### config.mk
export PLATFORM = sky130hd
export DESIGN_NAME = quic_ack_scheduler_top_flat
export DESIGN_NICKNAME = d
export VERILOG_FILES = /design/src/hdl/qack_pkg.sv /design/src/hdl/qack_if.sv /design/src/hdl/qack_csr.sv /design/src/hdl/qack_core.sv /design/src/hdl/quic_ack_scheduler_top.sv /design/src/flat_wrapper.sv
export SDC_FILE = /design/constraint.sdc
export NUM_CORES = 2
export LEC_CHECK = 0
export ABC_AREA = 0
export BUFFER_PORTS_ARGS = -buffer_cell sky130_fd_sc_hd__buf_2
export CORE_MARGIN = 5
export CORE_UTILIZATION = 55
export CTS_CLUSTER_DIAMETER = 50
export DETAILED_ROUTE_END_ITERATION = 16
export GPL_TIMING_DRIVEN = 0
export PLACE_DENSITY = 0.74
export SYNTH_ARGS = -nofsm -noshare
export SYNTH_HDL_FRONTEND = slang
export SYNTH_SLANG_ARGS = --single-unit
### constraint.sdc
create_clock -name clock -period 16.05 [get_ports clock]
set_clock_uncertainty 0.05 [all_clocks]
set_input_delay 2.4075 -clock clock [delete_from_list [all_inputs] [get_ports clock]]
set_output_delay 2.4075 -clock clock [all_outputs]
set_load 0.01 [all_outputs]
### src/hdl/qack_pkg.sv
// ----------------------------------------------------------------------------
// QUIC ACK scheduler package
// Shared widths, codes, reset values and transaction types.
// ----------------------------------------------------------------------------
package qack_pkg;

   localparam int OP_W     = 2;
   localparam int PN_W     = 62;
   localparam int ECN_W    = 2;
   localparam int TIME_W   = 64;
   localparam int DELAY_W  = 24;
   localparam int EXP_W    = 5;
   localparam int THR_W    = 8;
   localparam int CNT_W    = 62;
   localparam int PEND_W   = 8;
   localparam int IDX_W    = 2;
   localparam int CSR_W    = 24;

   localparam logic [OP_W-1:0] OP_PACKET   = 2'd0;
   localparam logic [OP_W-1:0] OP_ACK_SENT = 2'd1;
   localparam logic [OP_W-1:0] OP_QUERY    = 2'd2;

   localparam logic [ECN_W-1:0] ECN_NONE = 2'd0;
   localparam logic [ECN_W-1:0] ECN_ECT1 = 2'd1;
   localparam logic [ECN_W-1:0] ECN_ECT0 = 2'd2;
   localparam logic [ECN_W-1:0] ECN_CE   = 2'd3;

   localparam logic [IDX_W-1:0] CSR_MAX_ACK_DELAY   = 2'd0;
   localparam logic [IDX_W-1:0] CSR_ACK_DELAY_EXP   = 2'd1;
   localparam logic [IDX_W-1:0] CSR_ELICIT_THRESH   = 2'd2;

   localparam logic [DELAY_W-1:0] MAX_ACK_DELAY_RST = 24'd25000;
   localparam logic [EXP_W-1:0]   ACK_DELAY_EXP_RST = 5'd3;
   localparam logic [THR_W-1:0]   ELICIT_THRESH_RST = 8'd2;
   localparam logic [EXP_W-1:0]   EXP_CAP           = 5'd20;

   typedef struct packed {
      logic [DELAY_W-1:0] ack_delay_limit;
      logic [EXP_W-1:0]   delay_shift;
      logic [THR_W-1:0]   eliciting_threshold;
   } cfg_type;

   typedef struct packed {
      logic [OP_W-1:0]   opcode;
      logic [PN_W-1:0]   packet_number;
      logic              is_app_level;
      logic              wants_ack;
      logic [ECN_W-1:0]  ecn_mark;
      logic [TIME_W-1:0] now_us;
   } req_type;

   typedef struct packed {
      logic              should_send;
      logic              ack_pending;
      logic [TIME_W-1:0] ack_deadline;
      logic [PN_W-1:0]   largest_received;
      logic [TIME_W-1:0] reported_delay;
      logic [CNT_W-1:0]  ect0_total;
      logic [CNT_W-1:0]  ect1_total;
      logic [CNT_W-1:0]  ce_total;
      logic              ecn_seen;
      logic              anything_received;
   } rsp_type;

endpackage

### src/hdl/qack_if.sv
// ----------------------------------------------------------------------------
// QUIC ACK scheduler channel interfaces
// Request, response and register write channels with valid/ready.
// ----------------------------------------------------------------------------
interface qack_req_if;
   logic                          valid;
   logic                          ready;
   logic [qack_pkg::OP_W-1:0]     opcode;
   logic [qack_pkg::PN_W-1:0]     packet_number;
   logic                          is_app_level;
   logic                          wants_ack;
   logic [qack_pkg::ECN_W-1:0]    ecn_mark;
   logic [qack_pkg::TIME_W-1:0]   now_us;

   modport source (output valid, opcode, packet_number, is_app_level, wants_ack,
                   ecn_mark, now_us, input ready);
   modport sink (input valid, opcode, packet_number, is_app_level, wants_ack,
                 ecn_mark, now_us, output ready);
endinterface

interface qack_rsp_if;
   logic                          valid;
   logic                          ready;
   logic                          should_send;
   logic                          ack_pending;
   logic [qack_pkg::TIME_W-1:0]   ack_deadline;
   logic [qack_pkg::PN_W-1:0]     largest_received;
   logic [qack_pkg::TIME_W-1:0]   reported_delay;
   logic [qack_pkg::CNT_W-1:0]    ect0_total;
   logic [qack_pkg::CNT_W-1:0]    ect1_total;
   logic [qack_pkg::CNT_W-1:0]    ce_total;
   logic                          ecn_seen;
   logic                          anything_received;

   modport source (output valid, should_send, ack_pending, ack_deadline, largest_received,
                   reported_delay, ect0_total, ect1_total, ce_total, ecn_seen,
                   anything_received, input ready);
   modport sink (input valid, should_send, ack_pending, ack_deadline, largest_received,
                 reported_delay, ect0_total, ect1_total, ce_total, ecn_seen,
                 anything_received, output ready);
endinterface

interface qack_csr_if;
   logic                          valid;
   logic                          ready;
   logic [qack_pkg::IDX_W-1:0]    index;
   logic [qack_pkg::CSR_W-1:0]    data;

   modport source (output valid, index, data, input ready);
   modport sink (input valid, index, data, output ready);
endinterface

### src/hdl/qack_csr.sv
// ----------------------------------------------------------------------------
// QUIC ACK scheduler configuration registers
// Holds ack delay, delay exponent and eliciting threshold.
// ----------------------------------------------------------------------------
module qack_csr (
   input  logic              clock,
   input  logic              reset,
   qack_csr_if.sink          csr_bus,
   output qack_pkg::cfg_type cfg
);
   import qack_pkg::*;

   cfg_type cfg_ff;
   logic    wr_en;

   assign csr_bus.ready = 1'b1;
   assign wr_en         = csr_bus.valid;
   assign cfg           = cfg_ff;

   always_ff @(posedge clock) begin
      if (reset) begin
         cfg_ff.ack_delay_limit     <= MAX_ACK_DELAY_RST;
         cfg_ff.delay_shift         <= ACK_DELAY_EXP_RST;
         cfg_ff.eliciting_threshold <= ELICIT_THRESH_RST;
      end else if (wr_en) begin
         case (csr_bus.index)
            CSR_MAX_ACK_DELAY: cfg_ff.ack_delay_limit     <= csr_bus.data[DELAY_W-1:0];
            CSR_ACK_DELAY_EXP: cfg_ff.delay_shift         <= csr_bus.data[EXP_W-1:0];
            CSR_ELICIT_THRESH: cfg_ff.eliciting_threshold <= csr_bus.data[THR_W-1:0];
            default: ;
         endcase
      end
   end

endmodule

### src/hdl/qack_core.sv
// ----------------------------------------------------------------------------
// QUIC ACK scheduler state update
// Applies one transaction to the ACK state and forms its response.
// ----------------------------------------------------------------------------
module qack_core (
   input  logic              clock,
   input  logic              reset,
   input  logic              step,
   input  qack_pkg::req_type req,
   input  qack_pkg::cfg_type cfg,
   output qack_pkg::rsp_type rsp
);
   import qack_pkg::*;

   logic              seen_ff, seen_in;
   logic [PN_W-1:0]   largest_ff, largest_in;
   logic [TIME_W-1:0] arrival_ff, arrival_in;
   logic [CNT_W-1:0]  ect0_ff, ect0_in;
   logic [CNT_W-1:0]  ect1_ff, ect1_in;
   logic [CNT_W-1:0]  ce_ff, ce_in;
   logic              ecn_ff, ecn_in;
   logic [PEND_W-1:0] pending_ff, pending_in;
   logic              immediate_ff, immediate_in;
   logic [TIME_W-1:0] deadline_ff, deadline_in;

   logic              is_pkt, is_ack, elicit, take_new, reordered, force_ack, arm;
   logic [PEND_W-1:0] pend_inc;
   logic [TIME_W:0]   sum;
   logic [TIME_W-1:0] sum_sat, keep_dl;
   logic              due, due_armed, zero_sum, dl_nz;
   logic [TIME_W:0]   diff;
   logic [TIME_W-1:0] held;
   logic [EXP_W-1:0]  shamt;

   function automatic logic [CNT_W-1:0] sat_inc(input logic [CNT_W-1:0] v);
      sat_inc = (&v) ? v : v + CNT_W'(1);
   endfunction

   always_comb begin
      is_pkt    = (req.opcode == OP_PACKET);
      is_ack    = (req.opcode == OP_ACK_SENT);
      elicit    = is_pkt && req.wants_ack;
      reordered = seen_ff && (req.packet_number < largest_ff);
      take_new  = is_pkt && (!seen_ff || (req.packet_number > largest_ff));

      seen_in    = seen_ff | is_pkt;
      largest_in = take_new ? req.packet_number : largest_ff;
      arrival_in = take_new ? req.now_us : arrival_ff;

      ect0_in = (is_pkt && req.ecn_mark == ECN_ECT0) ? sat_inc(ect0_ff) : ect0_ff;
      ect1_in = (is_pkt && req.ecn_mark == ECN_ECT1) ? sat_inc(ect1_ff) : ect1_ff;
      ce_in   = (is_pkt && req.ecn_mark == ECN_CE)   ? sat_inc(ce_ff)   : ce_ff;
      ecn_in  = ecn_ff | (is_pkt && req.ecn_mark != ECN_NONE);

      pend_inc  = (&pending_ff) ? pending_ff : pending_ff + PEND_W'(1);
      force_ack = !req.is_app_level || reordered || (pend_inc >= cfg.eliciting_threshold);
      arm       = elicit && !force_ack && (deadline_ff == '0);

      sum      = {1'b0, req.now_us} + {{(TIME_W+1-DELAY_W){1'b0}}, cfg.ack_delay_limit};
      sum_sat  = sum[TIME_W] ? {TIME_W{1'b1}} : sum[TIME_W-1:0];
      zero_sum = (req.now_us == '0) && (cfg.ack_delay_limit == '0);
      keep_dl  = is_ack ? '0 : deadline_ff;

      if (is_ack) begin
         pending_in   = '0;
         immediate_in = 1'b0;
      end else if (elicit) begin
         pending_in   = pend_inc;
         immediate_in = immediate_ff | force_ack;
      end else begin
         pending_in   = pending_ff;
         immediate_in = immediate_ff;
      end
      deadline_in = arm ? sum_sat : keep_dl;

      // a freshly armed deadline is due only when it equals now
      due_armed = !zero_sum && ((cfg.ack_delay_limit == '0) || (&req.now_us));
      dl_nz     = arm ? !zero_sum : (keep_dl != '0);
      due       = immediate_in ||
                  (arm ? due_armed : ((keep_dl != '0) && (req.now_us >= keep_dl)));

      diff  = {1'b0, req.now_us} - {1'b0, arrival_ff};
      held  = (!seen_in || take_new || diff[TIME_W]) ? '0 : diff[TIME_W-1:0];
      shamt = (cfg.delay_shift > EXP_CAP) ? EXP_CAP : cfg.delay_shift;

      rsp.should_send       = seen_in && due;
      rsp.ack_pending       = seen_in && (immediate_in || (pending_in != '0) || dl_nz);
      rsp.ack_deadline      = immediate_in ? TIME_W'(1) : deadline_in;
      rsp.largest_received  = largest_in;
      rsp.reported_delay    = held >> shamt;
      rsp.ect0_total        = ect0_in;
      rsp.ect1_total        = ect1_in;
      rsp.ce_total          = ce_in;
      rsp.ecn_seen          = ecn_in;
      rsp.anything_received = seen_in;
   end

   always_ff @(posedge clock) begin
      if (reset) begin
         seen_ff      <= 1'b0;
         largest_ff   <= '0;
         arrival_ff   <= '0;
         ect0_ff      <= '0;
         ect1_ff      <= '0;
         ce_ff        <= '0;
         ecn_ff       <= 1'b0;
         pending_ff   <= '0;
         immediate_ff <= 1'b0;
         deadline_ff  <= '0;
      end else if (step) begin
         seen_ff      <= seen_in;
         largest_ff   <= largest_in;
         arrival_ff   <= arrival_in;
         ect0_ff      <= ect0_in;
         ect1_ff      <= ect1_in;
         ce_ff        <= ce_in;
         ecn_ff       <= ecn_in;
         pending_ff   <= pending_in;
         immediate_ff <= immediate_in;
         deadline_ff  <= deadline_in;
      end
   end

endmodule

### src/hdl/quic_ack_scheduler_top.sv
// ----------------------------------------------------------------------------
// QUIC ACK scheduler
// Decides when a QUIC receiver sends an ACK and reports ACK delay and ECN counts.
//
//   channel   modport  role
//   req_bus   sink     events: packet received, ACK sent, time query
//   rsp_bus   source   one response per request transaction
//   csr_bus   sink     register writes, always ready
//
// A request is registered on entry, then applied to the state and its response
// registered; one transaction per cycle while the response is not stalled.
// The throughput is set by the single state-update stage between the two registers.
// Reset clears the ACK state and the valid flags and loads register defaults.
// A stalled response holds its register; the input register still fills behind it.
// ----------------------------------------------------------------------------
module quic_ack_scheduler_top (
   input  logic      clock,
   input  logic      reset,
   qack_req_if.sink  req_bus,
   qack_rsp_if.source rsp_bus,
   qack_csr_if.sink  csr_bus
);
   import qack_pkg::*;

   cfg_type cfg;
   req_type in_data_ff, req_data;
   rsp_type out_data_ff, core_rsp;
   logic    in_valid_ff, in_valid_in;
   logic    out_valid_ff, out_valid_in;
   logic    advance, req_take;

   assign advance  = in_valid_ff && (!out_valid_ff || rsp_bus.ready);
   assign req_take = req_bus.valid && req_bus.ready;
   assign req_bus.ready = !in_valid_ff || advance;

   assign req_data.opcode        = req_bus.opcode;
   assign req_data.packet_number = req_bus.packet_number;
   assign req_data.is_app_level  = req_bus.is_app_level;
   assign req_data.wants_ack     = req_bus.wants_ack;
   assign req_data.ecn_mark      = req_bus.ecn_mark;
   assign req_data.now_us        = req_bus.now_us;

   assign in_valid_in  = req_take || (in_valid_ff && !advance);
   assign out_valid_in = advance || (out_valid_ff && !rsp_bus.ready);

   qack_csr u_csr (
      .clock   (clock),
      .reset   (reset),
      .csr_bus (csr_bus),
      .cfg     (cfg)
   );

   qack_core u_core (
      .clock (clock),
      .reset (reset),
      .step  (advance),
      .req   (in_data_ff),
      .cfg   (cfg),
      .rsp   (core_rsp)
   );

   always_ff @(posedge clock) begin
      if (reset) begin
         in_valid_ff  <= 1'b0;
         out_valid_ff <= 1'b0;
      end else begin
         in_valid_ff  <= in_valid_in;
         out_valid_ff <= out_valid_in;
      end
   end

   always_ff @(posedge clock) begin
      if (req_take) begin
         in_data_ff <= req_data;
      end
      if (advance) begin
         out_data_ff <= core_rsp;
      end
   end

   assign rsp_bus.valid             = out_valid_ff;
   assign rsp_bus.should_send       = out_data_ff.should_send;
   assign rsp_bus.ack_pending       = out_data_ff.ack_pending;
   assign rsp_bus.ack_deadline      = out_data_ff.ack_deadline;
   assign rsp_bus.largest_received  = out_data_ff.largest_received;
   assign rsp_bus.reported_delay    = out_data_ff.reported_delay;
   assign rsp_bus.ect0_total        = out_data_ff.ect0_total;
   assign rsp_bus.ect1_total        = out_data_ff.ect1_total;
   assign rsp_bus.ce_total          = out_data_ff.ce_total;
   assign rsp_bus.ecn_seen          = out_data_ff.ecn_seen;
   assign rsp_bus.anything_received = out_data_ff.anything_received;

   a_stall_blocks_req: assert property (@(posedge clock) disable iff (reset)
      (in_valid_ff && out_valid_ff && !rsp_bus.ready) |-> !req_bus.ready)
      else $error("request accepted while pipeline is full");

   a_send_needs_rx: assert property (@(posedge clock) disable iff (reset)
      (rsp_bus.valid && rsp_bus.should_send) |->
         (rsp_bus.anything_received && rsp_bus.ack_pending))
      else $error("ACK send without received packet or pending ACK");

   a_advance_fills_out: assert property (@(posedge clock) disable iff (reset)
      advance |=> rsp_bus.valid)
      else $error("processed transaction lost before response register");

   a_no_rx_no_ecn: assert property (@(posedge clock) disable iff (reset)
      (rsp_bus.valid && !rsp_bus.anything_received) |->
         (!rsp_bus.ecn_seen && rsp_bus.reported_delay == '0))
      else $error("ECN or delay reported before any packet");

endmodule

### src/flat_wrapper.sv
// flat-port wrapper written by rule: the top's interface ports become plain ports
module quic_ack_scheduler_top_flat import qack_pkg::*;
  (clock, reset, req_bus_valid, req_bus_opcode, req_bus_packet_number, req_bus_is_app_level, req_bus_wants_ack, req_bus_ecn_mark, req_bus_now_us, req_bus_ready, rsp_bus_valid, rsp_bus_should_send, rsp_bus_ack_pending, rsp_bus_ack_deadline, rsp_bus_largest_received, rsp_bus_reported_delay, rsp_bus_ect0_total, rsp_bus_ect1_total, rsp_bus_ce_total, rsp_bus_ecn_seen, rsp_bus_anything_received, rsp_bus_ready, csr_bus_valid, csr_bus_index, csr_bus_data, csr_bus_ready);
  qack_req_if req_bus_i ();
  qack_rsp_if rsp_bus_i ();
  qack_csr_if csr_bus_i ();
  input  logic clock;
  input  logic reset;
  input wire logic [$bits(req_bus_i.valid)-1:0] req_bus_valid;
  input wire logic [$bits(req_bus_i.opcode)-1:0] req_bus_opcode;
  input wire logic [$bits(req_bus_i.packet_number)-1:0] req_bus_packet_number;
  input wire logic [$bits(req_bus_i.is_app_level)-1:0] req_bus_is_app_level;
  input wire logic [$bits(req_bus_i.wants_ack)-1:0] req_bus_wants_ack;
  input wire logic [$bits(req_bus_i.ecn_mark)-1:0] req_bus_ecn_mark;
  input wire logic [$bits(req_bus_i.now_us)-1:0] req_bus_now_us;
  output wire logic [$bits(req_bus_i.ready)-1:0] req_bus_ready;
  output wire logic [$bits(rsp_bus_i.valid)-1:0] rsp_bus_valid;
  output wire logic [$bits(rsp_bus_i.should_send)-1:0] rsp_bus_should_send;
  output wire logic [$bits(rsp_bus_i.ack_pending)-1:0] rsp_bus_ack_pending;
  output wire logic [$bits(rsp_bus_i.ack_deadline)-1:0] rsp_bus_ack_deadline;
  output wire logic [$bits(rsp_bus_i.largest_received)-1:0] rsp_bus_largest_received;
  output wire logic [$bits(rsp_bus_i.reported_delay)-1:0] rsp_bus_reported_delay;
  output wire logic [$bits(rsp_bus_i.ect0_total)-1:0] rsp_bus_ect0_total;
  output wire logic [$bits(rsp_bus_i.ect1_total)-1:0] rsp_bus_ect1_total;
  output wire logic [$bits(rsp_bus_i.ce_total)-1:0] rsp_bus_ce_total;
  output wire logic [$bits(rsp_bus_i.ecn_seen)-1:0] rsp_bus_ecn_seen;
  output wire logic [$bits(rsp_bus_i.anything_received)-1:0] rsp_bus_anything_received;
  input wire logic [$bits(rsp_bus_i.ready)-1:0] rsp_bus_ready;
  input wire logic [$bits(csr_bus_i.valid)-1:0] csr_bus_valid;
  input wire logic [$bits(csr_bus_i.index)-1:0] csr_bus_index;
  input wire logic [$bits(csr_bus_i.data)-1:0] csr_bus_data;
  output wire logic [$bits(csr_bus_i.ready)-1:0] csr_bus_ready;
  assign req_bus_i.valid = req_bus_valid;
  assign req_bus_i.opcode = req_bus_opcode;
  assign req_bus_i.packet_number = req_bus_packet_number;
  assign req_bus_i.is_app_level = req_bus_is_app_level;
  assign req_bus_i.wants_ack = req_bus_wants_ack;
  assign req_bus_i.ecn_mark = req_bus_ecn_mark;
  assign req_bus_i.now_us = req_bus_now_us;
  assign req_bus_ready = req_bus_i.ready;
  assign rsp_bus_valid = rsp_bus_i.valid;
  assign rsp_bus_should_send = rsp_bus_i.should_send;
  assign rsp_bus_ack_pending = rsp_bus_i.ack_pending;
  assign rsp_bus_ack_deadline = rsp_bus_i.ack_deadline;
  assign rsp_bus_largest_received = rsp_bus_i.largest_received;
  assign rsp_bus_reported_delay = rsp_bus_i.reported_delay;
  assign rsp_bus_ect0_total = rsp_bus_i.ect0_total;
  assign rsp_bus_ect1_total = rsp_bus_i.ect1_total;
  assign rsp_bus_ce_total = rsp_bus_i.ce_total;
  assign rsp_bus_ecn_seen = rsp_bus_i.ecn_seen;
  assign rsp_bus_anything_received = rsp_bus_i.anything_received;
  assign rsp_bus_i.ready = rsp_bus_ready;
  assign csr_bus_i.valid = csr_bus_valid;
  assign csr_bus_i.index = csr_bus_index;
  assign csr_bus_i.data = csr_bus_data;
  assign csr_bus_ready = csr_bus_i.ready;
  quic_ack_scheduler_top u_core (.clock(clock), .reset(reset), .req_bus(req_bus_i), .rsp_bus(rsp_bus_i), .csr_bus(csr_bus_i));
endmodule
# --- Word-level counts from Yosys, hierarchy flattened ---
# Index checks and enable logic that the tools add are counted.
# W data, S select, Z words.
word_totals:
  elab_cells: 128
  n_memories: 0
  in_bits: 163
  rom_bits: 0
  latch_bits: 0
  ff_bits: 938
  ramBits: 0
op_classes:
  div: 0
  mul: 0
  eq_ne: 6
  add_sub_neg: 6
  bitwise_logic: 3
  n_shift: 1
  n_lt_le_gt_ge: 5
  reduce_logical: 57
  muxes: 19
ops:
  columns: ["cell", "n"]
  rows:
  - ["$mux W62", 7]
  - ["$mux W64", 4]
  - ["$add A62 B1 Y62 const B", 3]
  - ["$reduce_and A62 Y1", 3]
  - ["$logic_not A64 Y1", 2]
  - ["$add A64 B24 Y65", 1]
  - ["$sub A64 B64 Y65", 1]
  - ["$ge A64 B64 Y1", 1]
  - ["$reduce_and A64 Y1", 1]
  - ["$reduce_bool A64 Y1", 1]
  - ["$shr A64 B5 Y64", 1]
  - ["$gt A62 B62 Y1", 1]
  - ["$lt A62 B62 Y1", 1]
  - ["$logic_not A24 Y1", 1]
  - ["$mux W8", 3]
  - ["$logic_and A1 B1 Y1", 18]
  - ["$logic_or A1 B1 Y1", 13]
  - ["$logic_not A1 Y1", 9]
  - ["$add A8 B1 Y8 const B", 1]
  - ["$ge A8 B8 Y1", 1]
  - ["$reduce_and A2 Y1", 4]
  - ["$reduce_and A8 Y1", 1]
  - ["$reduce_bool A8 Y1", 1]
  - ["$eq A2 B1 Y1 const B", 3]
  - ["7 further kinds", 15]

# --- Longest topological paths before layout ---
logic_depth:
  ltp_word: 10
  mapped_depth: 19
  depth_no_buf: 17

# --- Hierarchy ---
# A second synthesis with hierarchy kept.
hier_totals:
  hier_cells: 5558
  hier_area_um2: 51936.1
modules_own_cells:
  columns: ["module", "area_each_um2", "cells_per_inst", "n_inst"]
  rows:
  - ["qack_core", 34834.7, 4878, 1]
  - ["quic_ack_scheduler_top", 15478.6, 522, 1]
  - ["qack_csr", 1622.8, 158, 1]

# --- Worst setup path after synthesis ---
# OpenSTA, ideal clock, no wires.
synth_path:
  path_kind: "in2reg"
  from: "input rsp_bus_ready"
  to: "register u_core.out_data_ff (netlist bit u_core.rsp_bus.ack_deadline[0]), enable pin"
  path_buffers: 3
  path_stages: 6
  setup_time_ps: 893
  setup_slack_ps: 1407
  required_time_ps: 15107
  arrival_ps: 13700
  cell_sequence: "nor2b_1 -> nand2b_1 -> clkinv_1 -> clkbuf_1 -> buf_1 -> clkbuf_1"
synth_via:
  elab_chain_len: 2
synth_rtl:
  columns: ["item", "line", "text"]
  rows:
  - ["from (decl)", "flat_wrapper.sv:28", "input wire logic [$bits(rsp_bus_i.ready)-1:0] rsp_bus_ready;"]
  - ["$logic_or A1 B1 Y1", "quic_ack_scheduler_top.sv:32", "assign advance = in_valid_ff && (!out_valid_ff || rsp_bus.ready);"]
  - ["$logic_and A1 B1 Y1", "quic_ack_scheduler_top.sv:32", null]
  - ["named net u_core.advance", "quic_ack_scheduler_top.sv:30", "logic advance, req_take;"]
  - ["to (signal assigned)", "quic_ack_scheduler_top.sv:77", "out_data_ff <= core_rsp;"]
  - ["to (decl)", "quic_ack_scheduler_top.sv:27", "rsp_type out_data_ff, core_rsp;"]
# The timed path passes the listed nets, and every way through them passes these cells.
# A chain may end at the register's enable or synchronous reset.

# --- Worst setup path after layout ---
layout_path:
  from: "input rsp_bus_ready"
  to: "register u_core.out_data_ff (netlist bit u_core.rsp_bus.should_send), enable pin"
# The elaborated chain is that of the path after synthesis.

==> run_results.csv <==
group,metric,value,unit
outcome,status,"complete, no violations",
drt,drc_errors,0,
critical_path,cp-end-kind,"flop",
synthesis,netlist_instances,5633,
cts,cts_hold_buf,0,
grt,grt_start_max_net_pins,78,
critical_path,crit_buf_inv,8,
grt,grt_pass1_vias,44700,
pwr,peakVddDrop,0.0945,mV
sta,min_period,6390,ps
critical_path,rr_worst_depth,17,
final_layout,fin_area,60200,um^2
sta,setup_viol,0,
sta,worst_pin_slew,1340,ps
sta,drv_slew,0,
die,die_x,317,um
synthesis,synth_cell_type_count,101,
synthesis,synth_flop_cell,"edfxtp_1",
critical_path,crit_cells,10,
synthesis,syn-mean-instance-area,9.22,um^2
cts,clock_path_buffers,3,
final_layout,drive_above_1_share,13.8,%
grt,grt_antenna_before_repair,13,
sta,fin_crit_sh,39.8,%
cts,cts_tree,"done",
synthesis,synthArstFlopShare,0,%
sta,max-slew-margin-rel,8.50,%
synthesis,synthTopCellsByArea,"edfxtp_1, dfxtp_1, nand2_1, ha_1, a21oi_1",
critical_path,worstSetupPathType,"in -> reg",
die,core_area,93500,um^2
pwr,power_density,100,nW/um^2
grt,grt_use_total,35.4,%
grt,grt_overflow,0,
critical_path,cp.arrival,6690,ps
cts,cts_root_buf,"clkbuf_16",
critical_path,crit_required,16340,ps
die,start_util,55.5,%
final_layout,fillCellCount,8006,
cts,cts_resized,0,
place,gp_congestion,0.991,
place,placed_cell_area,56400,um^2
place,post-place-ws,8970,ps
flow_run,maxCapViolCount,0,
critical_path,cp_top_family,"buffers and inverters",
synthesis,synth_top_area_cell,"edfxtp_1",
synthesis,synth_most_common_cell,"nand2_1",
drt,firstDrtPassIters,8,
die,dieArea,101000,um^2
sta,finalHoldViolations,0,
synthesis,synth_warnings,0,
drt,drt_iter0_drc,5214,
cts,clk_latency,730,ps
cts,htreeDepth,3,
place,port_buffers,544,
final_layout,fin_nets,6684,
hold_path,hold_class,"reg -> reg",
hold_path,holdPathStages,2,
synthesis,synth_nets,6024,
drt,routedWlPerCell,24.3,um
cts,clk_pin_slew,60,ps
sta,worst_slack,9660,ps
die,fp.dieH,317,um
synthesis,synthTopCellsByCount,"nand2_1, edfxtp_1, nor2_1, a21oi_1, dfxtp_1",
critical_path,cp_max_fo,69,
drt,routed_wirelength,186000,um
cts,cts_buffers,105,
grt,grt_pass1_wl,273000,um
critical_path,crit_chain,"buf_2 > nor2b_1 > nand2b_1 > clkinv_1 > clkbuf_1 > buf_1 > clkbuf_4 > buf_16 > buf_16 > buf_16",
synthesis,synth_top_area_share,29.6,%
critical_path,cpMaxStageDelayCell,"clkbuf_1",
final_layout,areaGrowthSynthToFinish,15.9,%
critical_path,startpoint_type,"primary input",
synthesis,yosysSeqAreaShare,46.0,%
drt,dr_total_vias,47400,
die,row_count,112,
sta,whs,404,ps
pwr,leakage,22.1,nW
sta,timing.setup.tns,0,ps
cts,post_cts_buffers,0,
drt,vias_per_cell,6.20,
critical_path,max_stage_delay,820,ps
sta,rsz0062_at_grt,"no",
pwr,power.total,6.02,mW
sta,max_freq,0.156,GHz
synthesis,synth_edf_count,512,
critical_path,cpMostUsedCell,"buf_16",
drt,ant_nets,0,
synthesis,ys_seq_elements,938,
cts,clock-sinks,938,
synthesis,syn_area,51900,um^2
place,place_hpwl,144000,um
die,io_pins,546,
kinds of logic (layout without fill, tap and decap cells):
logic type / count (synthesis) / after routing / synth area share [%]
adders and majority gates: 228 / 228 / 5.52
AOI/OAI and AO/OA: 1285 / 1285 / 15.6
and+or+nand+nor: 2142 / 2142 / 19.3
buffers and inverters: 488 / 1239 / 3.59
muxes: 146 / 146 / 3.09
xor gates and xnor gates: 405 / 405 / 6.83
DFF: 938 / 938 / 46.0
other: 1 / 13 / 0.00722
final cells by class:
| cell class | count | area (um^2) | share of cell area [%] |
|---|---|---|---|
| clock buffer | 132 | 2850 | 4.74 |
| antenna | 12 | 30.0 | 0.0499 |
| tap | 1254 | 1570 | 2.61 |
| timing repair buffer | 553 | 2950 | 4.90 |
| clock inverter | 66 | 825 | 1.37 |
| inverter | 183 | 687 | 1.14 |
| buffer | 305 | 1180 | 1.96 |
| sequential | 938 | 23900 | 39.7 |
| multi-input combinational | 4207 | 26200 | 43.5 |
registers in the layout, summed over array words and instances (netlist names), 8 cells and up:
| register | cells |
|---|---|
| u_core.u_core.ce_ff | 62 |
| u_core.u_core.arrival_ff | 64 |
| u_core.rsp_bus.ack_deadline | 64 |
| u_core.rsp_bus.largest_received | 62 |
| u_core.in_data_ff | 132 |
| u_core.rsp_bus.ect1_total | 62 |
| u_core.rsp_bus.ect0_total | 62 |
| u_core.u_core.pending_ff | 8 |
| u_core.u_core.deadline_ff | 64 |
| u_core.rsp_bus.reported_delay | 64 |
| u_core.u_core.largest_ff | 62 |
| u_core.u_csr.cfg | 37 |
| u_core.rsp_bus.ce_total | 62 |
| u_core.u_core.ect1_ff | 62 |
| u_core.u_core.ect0_ff | 62 |
worst paths after layout:
kind	start	end	slack, ps
worst max register to register	u_core.in_data_ff[130]	u_core.rsp_bus.should_send	9710
worst max-delay path	rsp_bus_ready	u_core.rsp_bus.should_send	9660
worst min-delay path	u_core.u_core.arrival_ff[5]	u_core.u_core.arrival_ff[5]	400
worst min register to register	u_core.u_core.arrival_ff[5]	u_core.u_core.arrival_ff[5]	400
through the flow:
stage,util (%),cells
final,64.4,7650
after global routing,64.4,7650
after CTS,64.3,7638
after detailed placement,60.4,7440
after global placement,60.1,7431
after floorplan,-,5633
cells in the final DEF (no fill, tap or decap), types with 80 or more instances in the layout:
master / netlist / final
nand2_1: 808 / 808
buf_2: 12 / 556
edfxtp_1: 512 / 512
nor2_1: 484 / 484
a21oi_1: 465 / 465
dfxtp_1: 426 / 426
clkbuf_1: 274 / 292
o21ai_0: 255 / 255
ha_1: 226 / 226
xor2_1: 211 / 211
nand3_1: 199 / 199
xnor2_1: 194 / 194
inv_1: 180 / 180
nand4_1: 145 / 145
nor3_1: 114 / 114
clkbuf_16: 0 / 109
mux2_2: 85 / 85
a21o_1: 80 / 80
per-layer routing:
layer | track usage [%] | vias to the layer above | wire length [um]
li1 | - | 21800 | -
met2 | 57.0 | 2550 | 84200
met5 | 0 | - | 0
met3 | 5.43 | 568 | 15900
met1 | 46.0 | 22500 | 73500
met4 | 19.9 | 0 | 12200
power breakdown:
group	internal (mW)	total (mW)	switching, mW
sequential	2.62	2.70	0.0726
combinational	0.262	0.794	0.532
clock	1.48	2.53	1.05
total	4.36	6.02	1.65
worst register-to-register path, stage by stage, from the launching register on:
cell       delay (ps)
edfxtp_1          400
nand2b_1          110
clkbuf_1          280
clkbuf_1          420
clkbuf_1          600
clkbuf_1          590
nand2_1           240
ha_1              330
a21o_1            160
a21o_1            170
a21o_1            170
a21oi_1           140
o21ai_0           130
a2111oi_0        1140
o21a_1            250
nor2_1             40
o31ai_1           300
a21boi_0          410
Power figures use the tool's default switching activity.
